File: src/design/nor_erase_pkg.sv
// shared types, command words and outcome codes of the spi nor erase sequencer
`timescale 1ns / 1ps
`default_nettype none
package nor_erase_pkg;

	// geometry defaults
	localparam int SUBSECTOR_MASK_BITS_DEFAULT = 12;
	localparam int SECTOR_MASK_BITS_DEFAULT    = 16;
	localparam int JOB_FIFO_DEPTH_DEFAULT      = 4;

	// register reset
	localparam logic [18:0] POLL_LIMIT_RESET = 19'd300000;

	// packed core command words
	localparam logic [31:0] WORD_WREN      = 32'h0600_0000;
	localparam logic [31:0] WORD_BULK      = 32'hC700_0000;
	localparam logic [31:0] WORD_SECTOR    = 32'hD800_0004;
	localparam logic [31:0] WORD_SUBSECTOR = 32'h2000_0004;
	localparam logic [31:0] WORD_STATUS    = 32'h0504_0000;

	// result outcome codes
	typedef enum logic [1:0] {
		OUTCOME_BUSY    = 2'd0,
		OUTCOME_DONE    = 2'd1,
		OUTCOME_INVALID = 2'd2,
		OUTCOME_TIMEOUT = 2'd3
	} outcome_t;

	// input item kinds
	typedef enum logic {
		KIND_START  = 1'b0,
		KIND_STATUS = 1'b1
	} kind_t;

	// work handed from front to back
	typedef enum logic [1:0] {
		JOB_STEP,
		JOB_POLL,
		JOB_END
	} job_op_t;

	typedef enum logic [1:0] {
		ERASE_BULK,
		ERASE_SECTOR,
		ERASE_SUBSECTOR
	} erase_t;

	typedef struct packed {
		job_op_t     op;
		erase_t      erase;
		logic [31:0] address;
		outcome_t    outcome;
	} job_t;

	// push side of the job queue
	typedef struct packed {
		logic push;
		job_t job;
	} job_push_t;

endpackage
`default_nettype wire

File: src/design/nor_erase_fifo.sv
// small register queue of jobs between front and back
`timescale 1ns / 1ps
`default_nettype none
module nor_erase_fifo #(
	parameter int WIDTH = 8,
	parameter int DEPTH = 4
) (
	input  wire logic             clk,
	input  wire logic             arst_n,
	input  wire logic             push,
	input  wire logic [WIDTH-1:0] wr_data,
	input  wire logic             pop,
	output logic      [WIDTH-1:0] rd_data,
	output logic                  full,
	output logic                  empty
);

	localparam int AW = (DEPTH > 1) ? $clog2(DEPTH) : 1;
	localparam int CW = $clog2(DEPTH + 1);
	localparam logic [AW-1:0] LAST_PTR = AW'(DEPTH - 1);
	localparam logic [CW-1:0] FULL_CNT = CW'(DEPTH);

	logic [WIDTH-1:0] mem_q [DEPTH];
	logic [AW-1:0]    wr_ptr_q;
	logic [AW-1:0]    rd_ptr_q;
	logic [CW-1:0]    count_q;

	assign full    = (count_q == FULL_CNT);
	assign empty   = (count_q == '0);
	assign rd_data = mem_q[rd_ptr_q];

	// entry storage
	always_ff @(posedge clk) begin
		if (push) begin
			mem_q[wr_ptr_q] <= wr_data;
		end
	end

	// pointers and fill count
	always_ff @(posedge clk or negedge arst_n) begin
		if (!arst_n) begin
			wr_ptr_q <= '0;
			rd_ptr_q <= '0;
			count_q  <= '0;
		end else begin
			if (push) begin
				wr_ptr_q <= (wr_ptr_q == LAST_PTR) ? '0 : wr_ptr_q + 1'b1;
			end
			if (pop) begin
				rd_ptr_q <= (rd_ptr_q == LAST_PTR) ? '0 : rd_ptr_q + 1'b1;
			end
			unique case ({push, pop})
				2'b10:   count_q <= count_q + 1'b1;
				2'b01:   count_q <= count_q - 1'b1;
				default: count_q <= count_q;
			endcase
		end
	end

	// queue never overruns or underruns
	assert property (@(posedge clk) disable iff (!arst_n) !(push && full && !pop))
		else $error("job queue written while full");
	assert property (@(posedge clk) disable iff (!arst_n) !(pop && empty))
		else $error("job queue read while empty");
	assert property (@(posedge clk) disable iff (!arst_n) count_q <= FULL_CNT)
		else $error("job queue count beyond depth");

endmodule
`default_nettype wire

File: src/design/nor_erase_front.sv
// front: accepts items, keeps erase state and plans the next job
`timescale 1ns / 1ps
`default_nettype none
module nor_erase_front
	import nor_erase_pkg::*;
#(
	parameter int SUBSECTOR_MASK_BITS = SUBSECTOR_MASK_BITS_DEFAULT,
	parameter int SECTOR_MASK_BITS    = SECTOR_MASK_BITS_DEFAULT
) (
	input  wire logic        clk,
	input  wire logic        arst_n,
	input  wire logic        in_valid,
	output logic             in_ready,
	input  wire logic        in_kind,
	input  wire logic [31:0] in_address,
	input  wire logic [31:0] in_length,
	input  wire logic [7:0]  in_status,
	input  wire logic        cfg_write,
	input  wire logic [18:0] cfg_value,
	input  wire logic        queue_full,
	output job_push_t        queue_in
);

	localparam logic [31:0] SUB_MASK = 32'((64'd1 << SUBSECTOR_MASK_BITS) - 64'd1);
	localparam logic [31:0] SEC_MASK = 32'((64'd1 << SECTOR_MASK_BITS) - 64'd1);
	localparam logic [31:0] SUB_SIZE = 32'(64'd1 << SUBSECTOR_MASK_BITS);
	localparam logic [31:0] SEC_SIZE = 32'(64'd1 << SECTOR_MASK_BITS);

	logic [18:0] poll_limit_q;
	logic        phase_q;
	logic [31:0] address_q;
	logic [31:0] length_q;
	logic [18:0] busy_polls_q;

	logic        phase_n;
	logic [31:0] address_n;
	logic [31:0] length_n;
	logic [18:0] busy_polls_n;
	logic [18:0] busy_inc;
	logic        accept;
	logic        do_plan;
	logic [31:0] plan_addr;
	logic [31:0] plan_len;

	assign in_ready = !queue_full;
	assign accept   = in_valid && in_ready;
	assign busy_inc = busy_polls_q + 1'b1;

	// classify the item and plan the step
	always_comb begin
		phase_n        = phase_q;
		address_n      = address_q;
		length_n       = length_q;
		busy_polls_n   = busy_polls_q;
		do_plan        = 1'b0;
		plan_addr      = address_q;
		plan_len       = length_q;
		queue_in.push  = 1'b0;
		queue_in.job   = '{op: JOB_END, erase: ERASE_BULK, address: '0,
			outcome: OUTCOME_BUSY};
		if (accept) begin
			if (kind_t'(in_kind) == KIND_START) begin
				if (in_length <= SUB_MASK) begin
					// too short to erase anything
					address_n            = '0;
					length_n             = '0;
					phase_n              = 1'b0;
					busy_polls_n         = '0;
					queue_in.push        = 1'b1;
					queue_in.job.outcome = OUTCOME_INVALID;
				end else begin
					do_plan   = 1'b1;
					plan_addr = in_address;
					plan_len  = in_length;
				end
			end else if (phase_q) begin
				if (!in_status[0]) begin
					if (length_q == '0) begin
						phase_n              = 1'b0;
						busy_polls_n         = '0;
						queue_in.push        = 1'b1;
						queue_in.job.outcome = OUTCOME_DONE;
					end else begin
						do_plan = 1'b1;
					end
				end else if (busy_inc >= poll_limit_q) begin
					phase_n              = 1'b0;
					busy_polls_n         = '0;
					queue_in.push        = 1'b1;
					queue_in.job.outcome = OUTCOME_TIMEOUT;
				end else begin
					busy_polls_n    = busy_inc;
					queue_in.push   = 1'b1;
					queue_in.job.op = JOB_POLL;
				end
			end
		end

		// next erase step from address alignment and remaining length
		if (do_plan) begin
			queue_in.push        = 1'b1;
			queue_in.job.op      = JOB_STEP;
			queue_in.job.address = plan_addr;
			phase_n              = 1'b1;
			busy_polls_n         = '0;
			address_n            = plan_addr;
			length_n             = plan_len;
			priority if (plan_addr == '0 && plan_len == '1) begin
				queue_in.job.erase = ERASE_BULK;
				length_n           = '0;
			end else if ((plan_addr & SEC_MASK) == '0 && plan_len > SEC_MASK) begin
				queue_in.job.erase = ERASE_SECTOR;
				address_n          = plan_addr + SEC_SIZE;
				length_n           = plan_len - SEC_SIZE;
			end else if ((plan_addr & SUB_MASK) == '0 && plan_len > SUB_MASK) begin
				queue_in.job.erase = ERASE_SUBSECTOR;
				address_n          = plan_addr + SUB_SIZE;
				length_n           = plan_len - SUB_SIZE;
			end else begin
				queue_in.job.op      = JOB_END;
				queue_in.job.outcome = OUTCOME_INVALID;
				phase_n              = 1'b0;
			end
		end
	end

	// erase state and poll limit register
	always_ff @(posedge clk or negedge arst_n) begin
		if (!arst_n) begin
			poll_limit_q <= POLL_LIMIT_RESET;
			phase_q      <= 1'b0;
			address_q    <= '0;
			length_q     <= '0;
			busy_polls_q <= '0;
		end else begin
			if (cfg_write) begin
				poll_limit_q <= cfg_value;
			end
			phase_q      <= phase_n;
			address_q    <= address_n;
			length_q     <= length_n;
			busy_polls_q <= busy_polls_n;
		end
	end

endmodule
`default_nettype wire

File: src/design/nor_erase_back.sv
// back: turns queued jobs into command words, one word per cycle while out_ready holds
`timescale 1ns / 1ps
`default_nettype none
module nor_erase_back
	import nor_erase_pkg::*;
(
	input  wire logic        clk,
	input  wire logic        arst_n,
	input  wire job_t        head,
	input  wire logic        queue_empty,
	output logic             queue_pop,
	output logic             out_valid,
	input  wire logic        out_ready,
	output logic [31:0]      out_word,
	output logic [31:0]      out_address,
	output logic             out_has_address,
	output logic [1:0]       out_outcome,
	output logic             out_last
);

	localparam logic [1:0] BEAT_WREN   = 2'd0;
	localparam logic [1:0] BEAT_ERASE  = 2'd1;
	localparam logic [1:0] BEAT_STATUS = 2'd2;

	logic        out_valid_q;
	logic [31:0] word_q;
	logic [31:0] address_q;
	logic        has_address_q;
	logic [1:0]  outcome_q;
	logic        last_q;
	logic [1:0]  beat_q;

	logic        load;
	logic        take;
	logic        job_last;
	logic [31:0] beat_word;
	logic [31:0] beat_address;
	logic        beat_has_address;

	assign load      = !out_valid_q || out_ready;
	assign take      = load && !queue_empty;
	assign job_last  = (head.op != JOB_STEP) || (beat_q == BEAT_STATUS);
	assign queue_pop = take && job_last;

	assign out_valid       = out_valid_q;
	assign out_word        = word_q;
	assign out_address     = address_q;
	assign out_has_address = has_address_q;
	assign out_outcome     = outcome_q;
	assign out_last        = last_q;

	// word for the current beat of the head job
	always_comb begin
		beat_word        = '0;
		beat_address     = '0;
		beat_has_address = 1'b0;
		unique case (head.op)
			JOB_STEP: begin
				unique case (beat_q)
					BEAT_WREN: beat_word = WORD_WREN;
					BEAT_ERASE: begin
						unique case (head.erase)
							ERASE_SECTOR: begin
								beat_word        = WORD_SECTOR;
								beat_address     = head.address;
								beat_has_address = 1'b1;
							end
							ERASE_SUBSECTOR: begin
								beat_word        = WORD_SUBSECTOR;
								beat_address     = head.address;
								beat_has_address = 1'b1;
							end
							default: beat_word = WORD_BULK;
						endcase
					end
					default: beat_word = WORD_STATUS;
				endcase
			end
			JOB_POLL: beat_word = WORD_STATUS;
			default:  beat_word = '0;
		endcase
	end

	// output register and beat counter
	always_ff @(posedge clk or negedge arst_n) begin
		if (!arst_n) begin
			out_valid_q   <= 1'b0;
			beat_q        <= BEAT_WREN;
			word_q        <= '0;
			address_q     <= '0;
			has_address_q <= 1'b0;
			outcome_q     <= OUTCOME_BUSY;
			last_q        <= 1'b0;
		end else if (load) begin
			out_valid_q <= !queue_empty;
			if (take) begin
				word_q        <= beat_word;
				address_q     <= beat_address;
				has_address_q <= beat_has_address;
				outcome_q     <= (head.op == JOB_END) ? head.outcome : OUTCOME_BUSY;
				last_q        <= job_last;
				beat_q        <= job_last ? BEAT_WREN : beat_q + 1'b1;
			end
		end
	end

	// beat counter stays within a step and only walks step jobs
	assert property (@(posedge clk) disable iff (!arst_n) beat_q != 2'd3)
		else $error("beat counter out of range");
	assert property (@(posedge clk) disable iff (!arst_n)
		beat_q != BEAT_WREN |-> !queue_empty && head.op == JOB_STEP)
		else $error("beat counter running without a step job");
	assert property (@(posedge clk) disable iff (!arst_n)
		queue_pop |=> out_valid_q && last_q)
		else $error("job released without its last word");

endmodule
`default_nettype wire

File: src/design/spi_nor_erase_sequencer_top.sv
// top level of the spi nor erase sequencer
//
// channel   dir  handshake                  payload
// s_axis    in   s_axis_tvalid/tready       tuser kind, tdata address, length, status
// m_axis    out  m_axis_tvalid/tready       tdata word, address, outcome; tuser; tlast
// cfg       in   cfg_valid/cfg_ready        cfg_data poll limit
//
// the front takes one item per cycle while the job queue has room
// a start or ready status item that plans a step yields three words, a busy status
// item one word, an end of run one word; the back sends one word per unstalled cycle
// arst_n clears the erase state, the queue and the output register; poll limit to 300000
// a stalled m_axis holds its word; the queue lets the front keep accepting meanwhile
`timescale 1ns / 1ps
`default_nettype none
module spi_nor_erase_sequencer_top
	import nor_erase_pkg::*;
#(
	parameter int SUBSECTOR_MASK_BITS = SUBSECTOR_MASK_BITS_DEFAULT,
	parameter int SECTOR_MASK_BITS    = SECTOR_MASK_BITS_DEFAULT,
	parameter int JOB_FIFO_DEPTH      = JOB_FIFO_DEPTH_DEFAULT
) (
	input  wire logic        clk,
	input  wire logic        arst_n,
	input  wire logic        s_axis_tvalid,
	output logic             s_axis_tready,
	// start_address [31:0], erase_length [63:32], status_byte [71:64]
	input  wire logic [71:0] s_axis_tdata,
	// kind [0]
	input  wire logic        s_axis_tuser,
	output logic             m_axis_tvalid,
	input  wire logic        m_axis_tready,
	// command_word [31:0], flash_address [63:32], outcome [65:64], zero [71:66]
	output logic      [71:0] m_axis_tdata,
	// has_address [0]
	output logic             m_axis_tuser,
	output logic             m_axis_tlast,
	input  wire logic        cfg_valid,
	output logic             cfg_ready,
	input  wire logic [18:0] cfg_data
);

	localparam int JOB_W = $bits(job_t);

	job_push_t        queue_in;
	logic             queue_full;
	logic             queue_empty;
	logic             queue_pop;
	logic [JOB_W-1:0] queue_rd;
	job_t             head;
	logic [31:0]      out_word;
	logic [31:0]      out_address;
	logic [1:0]       out_outcome;

	assign cfg_ready    = 1'b1;
	assign head         = job_t'(queue_rd);
	assign m_axis_tdata = {6'd0, out_outcome, out_address, out_word};

	// front: item intake and planning
	nor_erase_front #(
		.SUBSECTOR_MASK_BITS(SUBSECTOR_MASK_BITS),
		.SECTOR_MASK_BITS   (SECTOR_MASK_BITS)
	) u_front (
		.clk       (clk),
		.arst_n    (arst_n),
		.in_valid  (s_axis_tvalid),
		.in_ready  (s_axis_tready),
		.in_kind   (s_axis_tuser),
		.in_address(s_axis_tdata[31:0]),
		.in_length (s_axis_tdata[63:32]),
		.in_status (s_axis_tdata[71:64]),
		.cfg_write (cfg_valid && cfg_ready),
		.cfg_value (cfg_data),
		.queue_full(queue_full),
		.queue_in  (queue_in)
	);

	// job queue
	nor_erase_fifo #(
		.WIDTH(JOB_W),
		.DEPTH(JOB_FIFO_DEPTH)
	) u_fifo (
		.clk    (clk),
		.arst_n (arst_n),
		.push   (queue_in.push),
		.wr_data(queue_in.job),
		.pop    (queue_pop),
		.rd_data(queue_rd),
		.full   (queue_full),
		.empty  (queue_empty)
	);

	// back: command word emission
	nor_erase_back u_back (
		.clk            (clk),
		.arst_n         (arst_n),
		.head           (head),
		.queue_empty    (queue_empty),
		.queue_pop      (queue_pop),
		.out_valid      (m_axis_tvalid),
		.out_ready      (m_axis_tready),
		.out_word       (out_word),
		.out_address    (out_address),
		.out_has_address(m_axis_tuser),
		.out_outcome    (out_outcome),
		.out_last       (m_axis_tlast)
	);

endmodule
`default_nettype wire
File: config.mk
export PLATFORM = sky130hd
export DESIGN_NAME = spi_nor_erase_sequencer_top
export DESIGN_NICKNAME = d
export VERILOG_FILES = /design/src/design/nor_erase_pkg.sv /design/src/design/nor_erase_fifo.sv /design/src/design/nor_erase_front.sv /design/src/design/nor_erase_back.sv /design/src/design/spi_nor_erase_sequencer_top.sv
export SDC_FILE = /design/constraint.sdc
export NUM_CORES = 1
export LEC_CHECK = 0
export ABC_AREA = 1
export ABC_CLOCK_PERIOD_IN_PS = 4480
export BUFFER_PORTS_ARGS = -buffer_cell sky130_fd_sc_hd__clkbuf_2
export CORE_MARGIN = 2
export CORE_UTILIZATION = 60
export CTS_BUF_LIST = sky130_fd_sc_hd__clkbuf_4 sky130_fd_sc_hd__clkbuf_8 sky130_fd_sc_hd__clkbuf_16
export CTS_CLUSTER_DIAMETER = 120
export CTS_CLUSTER_SIZE = 16
export DETAILED_ROUTE_END_ITERATION = 7
export HOLD_SLACK_MARGIN = 0.06
export PLACE_DENSITY = 0.79
export SYNTH_ARGS = -nofsm -noshare
export SYNTH_HDL_FRONTEND = slang
export SYNTH_SLANG_ARGS = --single-unit
File: constraint.sdc
create_clock -name clk -period 4.48 [get_ports clk]
set_input_delay 0.224 -clock clk [delete_from_list [all_inputs] [get_ports clk]]
set_output_delay 0.224 -clock clk [all_outputs]
set_load 0.005 [all_outputs]
==> qor.txt, run 1 <==
Wirelength per Cell -> 16.9 um
Worst-Margin Slew -> 0.860 ns
Final setup viols -> 0
Fin cells -> 2524
Die H -> 172 um
Final hold viol count -> 0
WS Path Type -> flop to flop
Global route overflow -> 0
Final GP Congestion -> 1.01
Via count -> 14200
Insertion delay to the later sink of the worst-skew pair -> 0.55 ns
Place WS -> -0.0290 ns
CTS Buf Count -> 23
EDFF count, synth -> 152
Initial antenna violation count -> 1
Worst clock skew -> 0.0271 ns
Core ar. -> 27700 um2
Residual DRC count -> 0
CTS Root Cell -> clkbuf_16
Power Dens Cells -> 533 nW/um2
Global-route usage over all layers -> 29.2%
Cell count of the worst hold path -> 5
Setup crit end kind -> flop
CTS tree -> done
Final WL -> 42.8 mm
Crit start category -> flop
Post-synth top flop -> edfxtp_1
Global-route wire length before repair -> 68.1 mm
Synth Cell Area -> 16900 um2
Initial Utilization -> 60.9%
Yosys reg bits -> 309
CP Max Fanout -> 4
Min Clock Period, post-route -> 4.09 ns
Total power -> 10000 uW
Number of core rows -> 61
RSZ-0062 raised after global routing -> false
Final worst-path cycle share -> 91.2%
HPWL Detailed -> 28.8 mm
Post-Syn Instances -> 2000
Fmax -> 245 MHz
Worst EP required -> 4.75 ns
Seq/Total Area, Yosys -> 50.4%
# IOs -> 174
Clock input transition at the sequential cells of the worst setup and hold paths -> 0.08 ns
NumNets Final -> 2267
R2R cell count -> 20
Worst Hold Class -> primary input to flop
Slew Limit Fails -> 0
Port Buffers -> 137
Area Growth Syn to Fin -> 11.2%
Die area -> 29500 um2
Asr flop ratio synth -> 50.8%
Layout cells sized above 1 -> 13.4%
Max_slew headroom -> 42.6%
Pleak -> 0.00876 uW
Post-route ant nets -> 0
Vias in the first global route -> 13400
Synth Area per Inst -> 8.44 um2
Final core utilization -> 67.7%
Final Worst Setup Slack -> 0.393 ns
Crit path DAT -> 4.36 ns
Netlist cell types -> 48
DR vias/cell -> 5.63
Pre-antenna DRT Iters -> 6
H-tree depth -> 1
# fillers -> 2279
Die W -> 172 um
Max Cap Viol -> 0
Number of synthesis warnings -> 0
# diodes -> 0
Placed insts -> 2450
Max Buffers Root-to-Sink -> 3
Largest net degree at the start of global routing -> 97
Largest vdd supply drop -> 0.000417 V
Status -> completed
1st-iter DRT viols -> 1252
Clock net sink count -> 309
-- final cells by class --
type / count / area (um2) / share of cell area (%)
Clock inverter: 2 / 36.3 / 0.193
Inverter: 252 / 958 / 5.11
Timing Repair Buffer: 192 / 1190 / 6.35
Tap cell: 378 / 473 / 2.52
Multi-Input combinational cell: 1351 / 6900 / 36.8
Sequential cell: 309 / 8500 / 45.3
Clock buffer: 40 / 703 / 3.75
-- metal layers --
metal	up-vias	part of all wire, %	track usage (%)	wire, um
met1	6749	42	38.5	18100
met4	0	2.8	8.84	1210
met2	534	49	50.5	20800
met3	74	6.4	3.82	2730
met5	-	0	0	0
li1	6855	-	-	-
-- per-stage QoR --
step | TNS (ns) | area [um2] | hold WS, ns
after floorplan | 0 | 17000 | -0.0716
after global placement | 0 | 17700 | 0.264
after detailed placement | -0.0569 | 17700 | 0.278
after CTS | 0 | 18700 | 0.0641
after global routing | 0 | 18800 | 0.0998
final | 0 | 18800 | 0.0737
-- sequential cells by signal, indices dropped and copies added (netlist names) --
signal and count:
u_fifo.count_q 3, u_back.out_has_address 1, u_fifo.rd_ptr_q 2, u_back.beat_q 2
u_back.out_word 8, u_front.length_q 32, u_back.out_address 32, u_fifo.mem_q 152
u_back.out_valid 1, u_front.busy_polls_q 19, u_back.out_last 1, u_back.out_outcome 2
u_fifo.wr_ptr_q 2, u_front.poll_limit_q 19, u_front.phase_q 1, u_front.address_q 32
-- cells by family after synthesis --
group | Yosys count | synth area share (%)
simple gates | 998 | 26.3
buf+inv | 367 | 9.67
flops | 309 | 50.4
compound gates | 255 | 9.01
fa+ha+maj | 41 | 3.08
xor+xnor | 27 | 1.40
other cells | 2 | 0.0445
mux | 1 | 0.0667
-- layout by cell type (no fill, tap or decap), types with 17 or more instances in the layout --
cell type      count
a21oi_1           50
a32o_1            33
buf_4             24
clkbuf_16         23
clkbuf_2         136
clkbuf_4          17
conb_1            29
dfrtp_1          148
dlygate4sd3_1     30
edfxtp_1         152
ha_1              40
inv_1            234
nand2_1          580
nand3_1          104
nand4_1          103
nor2_1           127
nor3_1            19
o21ai_0           86
o21ai_1           46
o22ai_1           24
xor2_1            26
-- where the power goes --
part / total, uW / internal, uW / switching [uW] / leakage [uW]
sequential: 3960 / 3700 / 264 / 0.00344
combinational: 3960 / 1210 / 2750 / 0.00494
clock: 2080 / 1090 / 995 / 0.000378
total: 10000 / 5990 / 4010 / 0.00876
-- Yosys cell counts, types with 3 or more instances --
cell type / n / area (um2)
a32oi_1: 4 / 35.0
buf_4: 39 / 293
dfstp_2: 8 / 210
nor2_2: 8 / 50.1
clkbuf_1: 49 / 184
nand3_4: 4 / 70.1
buf_1: 7 / 26.3
dfrtp_1: 149 / 3730
inv_1: 238 / 893
nand2_1: 580 / 2180
o22ai_1: 24 / 150
a32o_1: 33 / 330
o21ai_1: 45 / 225
nand2_4: 5 / 56.3
nand3_2: 6 / 60.1
inv_2: 10 / 37.5
xor2_1: 26 / 228
ha_1: 40 / 500
edfxtp_1: 152 / 4560
nand4_1: 103 / 644
nor3_1: 19 / 95.1
o211ai_1: 4 / 30.0
nand2_2: 15 / 93.8
o21ai_2: 3 / 26.3
a21oi_1: 50 / 250
inv_4: 3 / 18.8
nor2_1: 132 / 495
nand3_1: 104 / 521
nor4_1: 11 / 68.8
buf_6: 12 / 135
nor2_4: 3 / 33.8
o21ai_0: 87 / 435
buf_2: 8 / 40.0
-- critical path, stage by stage, from the launching register on --
cell and delay, ns:
dfrtp_1 0.38, ha_1 0.21, nand3_1 0.13, inv_1 0.08
nand3_1 0.11, nand3b_1 0.27, nor3_1 0.28, nand4_1 0.12
nor3_1 0.28, nand3_1 0.14, xor2_1 0.18, inv_1 0.06
ha_1 0.29, nand2_1 0.07, inv_1 0.07, nand3_1 0.10
nor4_2 0.23, nand4_1 0.13, nand4_1 0.17, a31oi_1 0.11
o21ai_0 0.42
-- final timing paths --
kind / to / slack [ns] / start
min in group asynchronous: u_back.out_address[17] / 0.26 / arst_n
min reg2reg: u_back.out_address[30] / 0.48 / u_back.out_address[30]
max reg2reg: u_fifo.mem_q[3][1] / 0.39 / u_front.busy_polls_q[0]
min: u_front.length_q[1] / 0.07 / s_axis_tdata[33]
max: u_fifo.mem_q[3][1] / 0.39 / u_front.busy_polls_q[0]
max in group asynchronous: u_front.poll_limit_q[15] / 3.23 / arst_n
-- repair_timing --
item,4_1_cts,5_1_grt
hold buffers,30,0
resized for setup,1,5
endpoints found under the hold margin,90,0
setup buffers,0,2
endpoints found under the setup margin,6,23
pin swaps,0,1
(Power assumes the default switching activity.)
==> run 2, diff against run 1 <==
--- a/config.mk
+++ b/config.mk
@@ -6,7 +6,6 @@
 export NUM_CORES = 1
 export LEC_CHECK = 0
 export ABC_AREA = 1
-export ABC_CLOCK_PERIOD_IN_PS = 4480
 export BUFFER_PORTS_ARGS = -buffer_cell sky130_fd_sc_hd__clkbuf_2
 export CORE_MARGIN = 2
 export CORE_UTILIZATION = 60
==> constraint.sdc (replaced) <==
create_clock -name clk -period 4.48 [get_ports clk]
set_input_delay 0.448 -clock clk [delete_from_list [all_inputs] [get_ports clk]]
set_output_delay 0.448 -clock clk [all_outputs]
set_load 0.005 [all_outputs]
==> run 2 against run 1 <==
Compared with the run above:
- clock power hardly changed
- worst hold slack better by 0.013 ns
- sequential cell count stayed put
- critical endpoint is now u_front.phase_q
- largest cell class unchanged
- highest routed layer is now met5
==> qor.txt, run 2 (synthesis results as in run 1) <==
Area Growth Syn to Fin -> 9.57%
Clock net sink count -> 309
Final worst-path cycle share -> 89.5%
Die H -> 172 um
Biggest register -> u_fifo.mem_q
Residual DRC count -> 0
Global-route usage over all layers -> 28.8%
Worst Hold Class -> primary input to flop
Crit start category -> flop
RSZ-0062 raised after global routing -> false
Largest vdd supply drop -> 0.000296 V
Max Cap Viol -> 0
Final setup viols -> 0
Global-route wire length before repair -> 67.2 mm
Place WS -> 0.305 ns
Fmax -> 249 MHz
Cell count of the worst hold path -> 3
H-tree depth -> 1
WS Path Type -> flop to flop
Number of core rows -> 61
Initial Utilization -> 60.9%
HPWL Detailed -> 29.1 mm
CTS tree -> done
Post-route ant nets -> 0
CTS Root Cell -> clkbuf_16
Final WL -> 42.3 mm
DR vias/cell -> 5.56
Core ar. -> 27700 um2
Worst r2r dst -> u_front.phase_q
Vias in the first global route -> 13300
Most common cell after layout, fill and taps aside -> nand2_1
Status -> completed
Fin Setup TNS -> 0 ns
Worst clock skew -> 0.0252 ns
Slew Limit Fails -> 0
FF-to-FF Start -> u_front.busy_polls_q[2]
Most frequent cells in the layout -> nand2_1 (580), inv_1 (234), edfxtp_1 (152)
Initial antenna violation count -> 1
Max_slew headroom -> 36.9%
# IOs -> 174
Insertion delay to the later sink of the worst-skew pair -> 0.55 ns
Worst hold path endpoint -> u_front.poll_limit_q[18]
Final GP Congestion -> 0.983
Power Dens Cells -> 540 nW/um2
Min Clock Period, post-route -> 4.01 ns
Via count -> 13900
Setup crit end kind -> flop
Final Worst Setup Slack -> 0.470 ns
Crit path DAT -> 4.42 ns
Port Buffers -> 137
Final hold viol count -> 0
Worst-Margin Slew -> 0.947 ns
Hold path start -> cfg_data[18]
Pleak -> 0.00866 uW
1st-iter DRT viols -> 1184
Largest register FFs -> 152
Max Buffers Root-to-Sink -> 3
Layout cells sized above 1 -> 13.6%
Global route overflow -> 0
Wirelength per Cell -> 16.9 um
Internal reg-to-reg setup slack -> 0.47 ns
Worst EP required -> 4.89 ns
CTS Buf Count -> 23
NumNets Final -> 2240
Pre-antenna DRT Iters -> 6
Largest net degree at the start of global routing -> 99
R2R cell count -> 20
Die W -> 172 um
# diodes -> 0
Die area -> 29500 um2
Clock input transition at the sequential cells of the worst setup and hold paths -> 0.07 ns
CP Max Fanout -> 5
[run 2: critical path, cell delays in order (launching register included)]
cell,delay [ns]
dfrtp_1,0.40
inv_1,0.08
nor3_1,0.28
nand3_1,0.18
nor2_1,0.34
nand4_1,0.18
or4_1,0.44
xor2_1,0.17
inv_1,0.06
ha_1,0.26
nand2_1,0.06
inv_1,0.07
nand3_1,0.08
nor4_1,0.33
nand4_1,0.14
nand4_1,0.18
nor2_1,0.06
inv_1,0.06
nor2_1,0.06
o21ai_1,0.30
o21ai_0,0.14
[run 2: layout make-up]
cell class              instances  area (um2)
clock buffers                  40         703
clock inverters                 2        36.3
fillers                      2341        9210
inverters                     252         955
multi-input cells            1351        6880
flip-flops and latches        309        8500
well taps                     378         473
repair buffers                165         942
[run 2: metrics by stage]
stage / area, um2 / hold slack (ns) / instances / utilization [%] / total power, uW
floorplan: 17000 / 0.152 / 2027 / - / 6800
global placement: 17700 / 0.463 / 2454 / 64.0 / 7760
detailed placement: 17700 / 0.466 / 2454 / 64.0 / 7900
CTS: 18500 / 0.0784 / 2497 / 66.7 / 9980
global route: 18500 / 0.107 / 2497 / 66.8 / 10700
finish: 18500 / 0.0864 / 2497 / 66.8 / 9980
[run 2: timing repair]
action / CTS / global route
setup buffers: 0 / 0
hold buffers: 1 / 0
hold endpoints to repair: 15 / 0
endpoints found under the setup margin: 0 / 23
gates resized for setup: 0 / 4
[run 2: routing by layer]
layer	wire [um]	track usage (%)	up-vias
li1	-	-	6803
met1	17900	37.5	6561
met2	20600	49.9	426
met3	2390	3.84	91
met4	1350	9.94	2
met5	13	0	-
[run 2: worst max path at each step]
stage               slack [ns]               startpoint  cells after the start            endpoint
CTS                       0.28  u_front.busy_polls_q[0]                     23     u_front.phase_q
finish                    0.47  u_front.busy_polls_q[2]                     20     u_front.phase_q
floorplan                 0.59        u_fifo.count_q[0]                     12  u_fifo.mem_q[0][0]
global placement          0.45  u_front.busy_polls_q[0]                     23     u_front.phase_q
global route              0.05  u_front.busy_polls_q[0]                     23     u_front.phase_q
detailed placement        0.31  u_front.busy_polls_q[0]                     23     u_front.phase_q
[run 2: report_power, final]
group	switching [uW]	internal, uW
logic	2740	1210
clock network	995	1090
registers	249	3700
total	3990	6000
